**config.mk**
```make
export PLATFORM = sky130hd
export DESIGN_NAME = bounded_set_min_gap_and_range
export DESIGN_NICKNAME = d
export VERILOG_FILES = /design/src/hw/rtl/bsmg_pkg.sv /design/src/hw/rtl/bsmg_ctrl.sv /design/src/hw/rtl/bsmg_dp.sv /design/src/hw/rtl/bounded_set_min_gap_and_range.sv
export SDC_FILE = /design/constraint.sdc
export NUM_CORES = 2
export LEC_CHECK = 0
export BUFFER_PORTS_ARGS = -buffer_cell sky130_fd_sc_hd__buf_4
export CAP_MARGIN = 40
export CORE_UTILIZATION = 63
export DETAILED_ROUTE_END_ITERATION = 7
export PLACE_DENSITY = 0.8
export SETUP_SLACK_MARGIN = 0.2
export SLEW_MARGIN = 10
export SYNTH_ARGS = -nofsm -noshare
export SYNTH_HDL_FRONTEND = slang
export SYNTH_SLANG_ARGS = --single-unit
```
**constraint.sdc**
```tcl
create_clock -name clock -period 9.5 [get_ports clock]
set_input_delay 1.9 -clock clock [delete_from_list [all_inputs] [get_ports clock]]
set_output_delay 1.9 -clock clock [all_outputs]
set_load 0.01 [all_outputs]
```
**src/hw/rtl/bsmg_pkg.sv**
```systemverilog
// ----------------------------------------------------------------------------
// bsmg_pkg
// Shared constants, types and helpers for the bounded set gap/range block.
// ----------------------------------------------------------------------------
package bsmg_pkg;

   localparam int MAX_ENTRIES = 64;
   localparam int DATA_W      = 32;
   localparam int IDX_W       = $clog2(MAX_ENTRIES);
   localparam int CNT_W       = $clog2(MAX_ENTRIES + 1);
   localparam int CAP_W       = 7;
   localparam int CMP_W       = (CNT_W > CAP_W) ? CNT_W : CAP_W;
   localparam int CSR_DATA_W  = 32;
   localparam int CSR_ADDR_W  = 3;

   // register index, taken from the word address
   localparam logic REG_CAPACITY_LIMIT = 1'b0;

   typedef struct packed {
      logic load;     // latch new value and its full flag
      logic scan;     // read next stored entry
      logic update;   // store value, update min/max/count
      logic finish;   // load result register
   } ctrl_cmd_type;

   typedef struct packed {
      logic full;
      logic count_zero;
      logic scan_last;
      logic out_free;
   } dp_status_type;

   // unsigned distance between two signed values
   function automatic logic [DATA_W-1:0] distance(input logic [DATA_W-1:0] a,
                                                  input logic [DATA_W-1:0] b);
      logic [DATA_W:0] diff;
      diff = {a[DATA_W-1], a} - {b[DATA_W-1], b};
      if (diff[DATA_W]) begin
         diff = -diff;
      end
      return diff[DATA_W-1:0];
   endfunction

endpackage

```
**src/hw/rtl/bsmg_ctrl.sv**
```systemverilog
// ----------------------------------------------------------------------------
// bsmg_ctrl
// Sequencer: accept, scan and update (skipped when full), hand result out.
// ----------------------------------------------------------------------------
module bsmg_ctrl (
   input  logic                    clock,
   input  logic                    reset,
   input  logic                    req_valid,
   output logic                    req_stall,
   input  bsmg_pkg::dp_status_type status,
   output bsmg_pkg::ctrl_cmd_type  cmd
);

   typedef enum logic [2:0] {
      ST_IDLE,
      ST_SCAN,
      ST_UPDATE,
      ST_FINISH
   } state_type;

   state_type state_ff, state_in;

   always_comb begin
      cmd      = '0;
      state_in = state_ff;
      unique case (state_ff)
         ST_IDLE: begin
            if (req_valid) begin
               cmd.load = 1'b1;
               priority if (status.full) begin
                  state_in = ST_FINISH;
               end else if (status.count_zero) begin
                  state_in = ST_UPDATE;
               end else begin
                  state_in = ST_SCAN;
               end
            end
         end
         ST_SCAN: begin
            cmd.scan = 1'b1;
            if (status.scan_last) begin
               state_in = ST_UPDATE;
            end
         end
         ST_UPDATE: begin
            cmd.update = 1'b1;
            state_in   = ST_FINISH;
         end
         ST_FINISH: begin
            if (status.out_free) begin
               cmd.finish = 1'b1;
               state_in   = ST_IDLE;
            end
         end
         default: begin
            state_in = ST_IDLE;
         end
      endcase
   end

   always_ff @(posedge clock) begin
      if (reset) begin
         state_ff <= ST_IDLE;
      end else begin
         state_ff <= state_in;
      end
   end

   assign req_stall = (state_ff != ST_IDLE);

endmodule

```
**src/hw/rtl/bsmg_dp.sv**
```systemverilog
// ----------------------------------------------------------------------------
// bsmg_dp
// Datapath: value store, running min/max/gap and the result register.
// ----------------------------------------------------------------------------
module bsmg_dp (
   input  logic                                clock,
   input  logic                                reset,
   input  bsmg_pkg::ctrl_cmd_type              cmd,
   output bsmg_pkg::dp_status_type             status,
   input  logic [bsmg_pkg::CAP_W-1:0]          capacity,
   input  logic signed [bsmg_pkg::DATA_W-1:0]  new_value,
   input  logic                                rsp_stall,
   output logic                                rsp_valid,
   output logic                                add_status,
   output logic                                spans_valid,
   output logic [bsmg_pkg::DATA_W-1:0]         shortest_span,
   output logic [bsmg_pkg::DATA_W-1:0]         longest_span
);

   logic [bsmg_pkg::DATA_W-1:0] mem [bsmg_pkg::MAX_ENTRIES];

   logic [bsmg_pkg::DATA_W-1:0] value_ff;
   logic                        full_ff;
   logic [bsmg_pkg::CNT_W-1:0]  count_ff, count_in;
   logic [bsmg_pkg::IDX_W-1:0]  idx_ff, idx_in;
   logic                        pending_ff;
   logic [bsmg_pkg::DATA_W-1:0] rd_data_ff;
   logic signed [bsmg_pkg::DATA_W-1:0] min_ff, min_in;
   logic signed [bsmg_pkg::DATA_W-1:0] max_ff, max_in;
   logic [bsmg_pkg::DATA_W-1:0] gap_ff, gap_in;

   logic                        rsp_valid_ff;
   logic                        status_ff;
   logic                        spans_valid_ff;
   logic [bsmg_pkg::DATA_W-1:0] shortest_ff;
   logic [bsmg_pkg::DATA_W-1:0] longest_ff;

   logic [bsmg_pkg::CMP_W-1:0]  cap_ext;
   logic [bsmg_pkg::CMP_W-1:0]  cap_sat;
   logic [bsmg_pkg::CMP_W-1:0]  count_ext;
   logic [bsmg_pkg::CNT_W-1:0]  count_m1;
   logic [bsmg_pkg::CNT_W-1:0]  idx_ext;
   logic [bsmg_pkg::DATA_W-1:0] gap_cand;
   logic signed [bsmg_pkg::DATA_W-1:0] value_s;

   // capacity above the store size saturates
   always_comb begin
      cap_ext   = bsmg_pkg::CMP_W'(capacity);
      count_ext = bsmg_pkg::CMP_W'(count_ff);
      if (cap_ext > bsmg_pkg::CMP_W'(bsmg_pkg::MAX_ENTRIES)) begin
         cap_sat = bsmg_pkg::CMP_W'(bsmg_pkg::MAX_ENTRIES);
      end else begin
         cap_sat = cap_ext;
      end
   end

   assign count_m1 = count_ff - bsmg_pkg::CNT_W'(1);
   assign idx_ext  = bsmg_pkg::CNT_W'(idx_ff);
   assign value_s  = value_ff;

   assign status.full       = (count_ext >= cap_sat);
   assign status.count_zero = (count_ff == '0);
   assign status.scan_last  = (idx_ext == count_m1);
   assign status.out_free   = !rsp_valid_ff || !rsp_stall;

   assign gap_cand = bsmg_pkg::distance(value_ff, rd_data_ff);

   always_comb begin
      idx_in   = idx_ff;
      gap_in   = gap_ff;
      count_in = count_ff;
      min_in   = min_ff;
      max_in   = max_ff;
      if (cmd.load) begin
         idx_in = '0;
      end else if (cmd.scan) begin
         idx_in = idx_ff + bsmg_pkg::IDX_W'(1);
      end
      // compare lands in the cycle after its read
      if (pending_ff && (gap_cand < gap_ff)) begin
         gap_in = gap_cand;
      end
      if (cmd.update) begin
         count_in = count_ff + bsmg_pkg::CNT_W'(1);
         if (count_ff == '0) begin
            min_in = value_s;
            max_in = value_s;
         end else begin
            if (value_s < min_ff) begin
               min_in = value_s;
            end
            if (value_s > max_ff) begin
               max_in = value_s;
            end
         end
      end
   end

   always_ff @(posedge clock) begin
      if (reset) begin
         count_ff   <= '0;
         min_ff     <= '0;
         max_ff     <= '0;
         gap_ff     <= '1;
         pending_ff <= 1'b0;
      end else begin
         count_ff   <= count_in;
         min_ff     <= min_in;
         max_ff     <= max_in;
         gap_ff     <= gap_in;
         pending_ff <= cmd.scan;
      end
   end

   always_ff @(posedge clock) begin
      idx_ff <= idx_in;
      if (cmd.load) begin
         value_ff <= new_value;
         full_ff  <= status.full;
      end
   end

   // value store
   always_ff @(posedge clock) begin
      if (cmd.update) begin
         mem[count_ff[bsmg_pkg::IDX_W-1:0]] <= value_ff;
      end
   end

   always_ff @(posedge clock) begin
      if (cmd.scan) begin
         rd_data_ff <= mem[idx_ff];
      end
   end

   // result register
   always_ff @(posedge clock) begin
      if (reset) begin
         rsp_valid_ff <= 1'b0;
      end else if (cmd.finish) begin
         rsp_valid_ff <= 1'b1;
      end else if (!rsp_stall) begin
         rsp_valid_ff <= 1'b0;
      end
   end

   always_ff @(posedge clock) begin
      if (cmd.finish) begin
         status_ff <= full_ff;
         if (count_ff >= bsmg_pkg::CNT_W'(2)) begin
            spans_valid_ff <= 1'b1;
            shortest_ff    <= gap_ff;
            longest_ff     <= max_ff - min_ff;
         end else begin
            spans_valid_ff <= 1'b0;
            shortest_ff    <= '0;
            longest_ff     <= '0;
         end
      end
   end

   assign rsp_valid     = rsp_valid_ff;
   assign add_status    = status_ff;
   assign spans_valid   = spans_valid_ff;
   assign shortest_span = shortest_ff;
   assign longest_span  = longest_ff;

endmodule

```
**src/hw/rtl/bounded_set_min_gap_and_range.sv**
```systemverilog
// Flow: an accepted value is compared against the stored entries by a scan that reads
// each stored entry once, then stored; a rejected value goes straight to the result.
// A new item is taken only once the previous result has been handed to the output
// (req_stall is high until then), so a result held by rsp_stall delays the next item
// for as long as it waits.
// Reset (synchronous): empties the set, capacity 0, gap all ones; store contents
// are left as they are and never read before written.
// ----------------------------------------------------------------------------
// bounded_set_min_gap_and_range
// Bounded signed value set reporting minimum gap and range after each item.
// ----------------------------------------------------------------------------
module bounded_set_min_gap_and_range (
   input  logic                                  clock,
   input  logic                                  reset,
   input  logic                                  csr_psel,
   input  logic                                  csr_penable,
   input  logic                                  csr_pwrite,
   input  logic [bsmg_pkg::CSR_ADDR_W-1:0]       csr_paddr,
   input  logic [bsmg_pkg::CSR_DATA_W-1:0]       csr_pwdata,
   output logic [bsmg_pkg::CSR_DATA_W-1:0]       csr_prdata,
   output logic                                  csr_pready,
   input  logic                                  req_valid,
   output logic                                  req_stall,
   input  logic signed [bsmg_pkg::DATA_W-1:0]    req_new_value,
   output logic                                  rsp_valid,
   input  logic                                  rsp_stall,
   output logic                                  rsp_add_status,
   output logic                                  rsp_spans_valid,
   output logic [bsmg_pkg::DATA_W-1:0]           rsp_shortest_span,
   output logic [bsmg_pkg::DATA_W-1:0]           rsp_longest_span
);

   logic [bsmg_pkg::CAP_W-1:0] capacity_ff;
   logic                       csr_write;
   bsmg_pkg::ctrl_cmd_type     cmd;
   bsmg_pkg::dp_status_type    status;

   assign csr_pready = 1'b1;
   assign csr_write  = csr_psel && csr_penable && csr_pwrite;

   always_ff @(posedge clock) begin
      if (reset) begin
         capacity_ff <= '0;
      end else if (csr_write && (csr_paddr[2] == bsmg_pkg::REG_CAPACITY_LIMIT)) begin
         capacity_ff <= csr_pwdata[bsmg_pkg::CAP_W-1:0];
      end
   end

   always_comb begin
      if (csr_paddr[2] == bsmg_pkg::REG_CAPACITY_LIMIT) begin
         csr_prdata = bsmg_pkg::CSR_DATA_W'(capacity_ff);
      end else begin
         csr_prdata = '0;
      end
   end

   bsmg_ctrl u_ctrl (
      .clock     (clock),
      .reset     (reset),
      .req_valid (req_valid),
      .req_stall (req_stall),
      .status    (status),
      .cmd       (cmd)
   );

   bsmg_dp u_dp (
      .clock         (clock),
      .reset         (reset),
      .cmd           (cmd),
      .status        (status),
      .capacity      (capacity_ff),
      .new_value     (req_new_value),
      .rsp_stall     (rsp_stall),
      .rsp_valid     (rsp_valid),
      .add_status    (rsp_add_status),
      .spans_valid   (rsp_spans_valid),
      .shortest_span (rsp_shortest_span),
      .longest_span  (rsp_longest_span)
   );

endmodule
```
==> results.cfg <==
[power_and_ir_drop]
power.density_nw_per_um2 = 286
ir_drop_mv = 0.202
p_leak_uw = 0.0340

[logic_synthesis]
synth_edf_count = 2179
yosysWarnings = 0
synth.cell_area_um2 = 94600
ys.flop_type = edfxtp_1
yosysUniqueCellTypes = 82
syn_area_per_cell_um2 = 19.3
syn_inst = 4889
ys_ff_latch = 2299
ys_seq_area_share_pct = 71.7
async_reset_ff_share_pct = 0

[clock_network]
tritoncts = yes
hold_buffers = 0
cts.sinks = 2299
ctsResizeCount = 0
cts-htree-levels = 4
clockRootBuffer = clkbuf_16
cts_buffers = 215
clk_latency_ps = 860
cts.clk_slew.worst_paths_ps = 60
postCtsSetupBuffers = 0
clock_path_buffers = 3

[cells_and_area]
synthToLayoutAreaGrowth_pct = 12.0
final_nets = 5403
fillCellCount = 8290
drive_above_1_share_pct = 25.7
final_area_um2 = 106000

[setup_path]
crit_start = u_dp.value_ff[4]
start_kind = register
criticalPathCategory = register to register
critPathMaxFanout = 17
required_ps = 10200
end_kind = register
crit_path_end = u_dp.gap_ff[30]
rr_worst_depth = 21
r2r-start = u_dp.value_ff[4]
arrival_ps = 7760
reg2reg_to = u_dp.gap_ff[30]
r2r_slack_ps = 2440

[floorplan]
die_x_um = 389
chipHeight_um = 389
num_io_pins = 175
initial_utilization_pct = 63.7
num_rows = 141
die-area_um2 = 152000
core-area_um2 = 148000

[timing]
rsz0062_at_grt = no
hold_violations = 0
setup_tns_ps = 0
finalCritPeriodShare_pct = 74.4
finalCriticalPeriod_ps = 7060
clock.fmax_ghz = 0.142
setup_viol = 0
tightestPinTransition_ps = 998
finClkSkew_ps = 44.3
drv_slew = 0
relSlewSlack_pct = 33.5

[flow_run]
cap_violations = 0

[placement]
place_area_um2 = 99100
finalWeightedCongestion = 0.934
io_buffers = 121
dpl.hpwl_um = 144000

[grt]
grt_pass1_wl_um = 376000
overflow = 0
antenna_found_initial = 25
grt_use_total_pct = 35.8
grt_pass1_vias = 51800
grt_max_degree = 137

[route]
drcViolationCount = 8
avgRoutedWirePerCell_um = 36.4
via_per_inst = 7.07
drtIter0Drc = 7873
ant_nets = 0
drt_pre_antenna_iters = 8
dr_total_vias = 52000
finalWirelength_um = 267000

[run_status]
violations = DRC
status = complete, but fails checks

[min_path]
min-delay-path-class = register to register
==> worst max-delay path, cell delays in order (launching register included) <==
cell and delay (ps):
edfxtp_1 950, ha_1 440, a21oi_1 430, nand2_1 170, o22ai_1 290, xor2_2 240
o211ai_2 130, or3_4 410, or4_1 690, nor3_4 410, a21oi_1 150, xnor2_1 220
ha_1 280, a41o_1 180, a21oi_1 150, o22ai_1 90, nor3_1 150, a21oi_1 140
nor2_2 560, nand2_1 420, o31ai_1 330, a311oi_1 80
==> synth_stat cells (all sizes together), types with 7 or more instances <==
master  count  area [um2]
edfxtp   2179       65400
mux4      672       15100
nor2      234         878
nand2     216         811
clkbuf    188         706
ha        174        2180
inv       151         567
a21oi     124         621
dfxtp     120        2400
o21ai      88         444
buf        85         435
nor3       61         317
xnor2      53         483
a21o       51         383
and3       48         300
mux2i      43         430
xor2       36         323
nand3      35         175
o311ai     33         289
nand4      30         188
nor2b      26         163
o21a       18         135
a211o      17         149
a211oi     16         120
nand2b     16         100
or3        16         106
nor4       11        68.8
o211ai     11        87.6
or4        11        92.6
a31oi      10        62.6
o21bai      8        60.1
o31ai       8        60.1
and4        7        61.3
o31a        7        61.3
or2         7        43.8
==> power by group <==
group	total [uW]	internal [uW]	leakage, uW	switching, uW
Sequential	12300	12000	0.0206	320
Clock	8420	4670	0.00330	3760
Combinational	9560	3820	0.0101	5740
Total	30300	20500	0.0340	9820
==> kinds of logic after synthesis <==
kind of cell / synth area share (%)
flops: 71.7
mux: 16.5
simple gates: 3.64
other cells: 0.00794
fa+ha+maj: 2.34
buf+inv: 1.81
compound gates: 3.14
xor+xnor: 0.852
==> cell usage in the layout, fill, tap and decap left out, types with 33 or more instances in the layout <==
| cell | count |
|---|---|
| nor3_1 | 60 |
| nor2_1 | 168 |
| xnor2_1 | 52 |
| clkinv_2 | 40 |
| a21o_1 | 51 |
| clkbuf_16 | 222 |
| dfxtp_1 | 114 |
| nand2_1 | 216 |
| and3_1 | 48 |
| nor2_4 | 65 |
| clkbuf_1 | 51 |
| edfxtp_1 | 2179 |
| xor2_1 | 35 |
| o21ai_0 | 85 |
| nand3_1 | 35 |
| buf_4 | 268 |
| o311ai_0 | 33 |
| ha_1 | 172 |
| mux4_2 | 672 |
| inv_1 | 151 |
| mux2i_1 | 42 |
| clkinv_1 | 47 |
| a21oi_1 | 124 |
==> through the flow <==
stage / instances / utilization, % / setup WS, ps / total power, uW / hold WS [ps]
after floorplan: 4913 / - / 2200 / 18800 / 400
after global placement: 6916 / 66.5 / 2470 / 21400 / 405
after detailed placement: 6933 / 66.8 / 2630 / 21700 / 405
after CTS: 7325 / 71.3 / 2630 / 30100 / 418
after global routing: 7331 / 71.4 / 2020 / 31300 / 426
final: 7346 / 71.4 / 2440 / 30300 / 419
==> area by class of cell <==
cell class | count | area, um2 | share of cell area [%]
Antenna cell | 16 | 40.0 | 0.0378
Clock buffer | 273 | 5750 | 5.43
Clock inverter | 119 | 992 | 0.937
Inverter | 152 | 573 | 0.541
Multi-Input combinational cell | 2189 | 25600 | 24.2
Sequential cell | 2299 | 67900 | 64.1
Tap cell | 2002 | 2500 | 2.37
Timing Repair Buffer | 296 | 2580 | 2.43
==> how the worst min path moves through the flow <==
| stage | startpoint | endpoint | cells past startpoint |
|---|---|---|---|
| after floorplan | u_dp.full_ff | u_dp.add_status | 0 |
| after global placement | u_dp.full_ff | u_dp.add_status | 0 |
| after detailed placement | u_dp.full_ff | u_dp.add_status | 0 |
| after CTS | u_dp.full_ff | u_dp.add_status | 0 |
| after global routing | u_dp.full_ff | u_dp.add_status | 0 |
| final | u_dp.full_ff | u_dp.add_status | 0 |
==> routing by layer <==
layer  global-route usage (%)  up-vias  share of wire (%)
met1                     45.2    26600                 33
met3                     11.7      831                 13
met4                     19.8       14                6.4
li1                         -    20400                  -
met2                     55.5     4095                 47
met5                    0.829        -               0.15
==> registers in the layout (all words and copies together), names as in the netlist, 7 cells and up <==
register,flops
u_dp.min_ff,32
u_dp.shortest_span,32
u_dp.value_ff,32
u_dp.mem,2048
u_dp.rd_data_ff,32
u_dp.gap_ff,32
u_dp.max_ff,32
u_dp.longest_span,32
capacity_ff,7
u_dp.count_ext,7
Power figures use the tool's default switching activity.
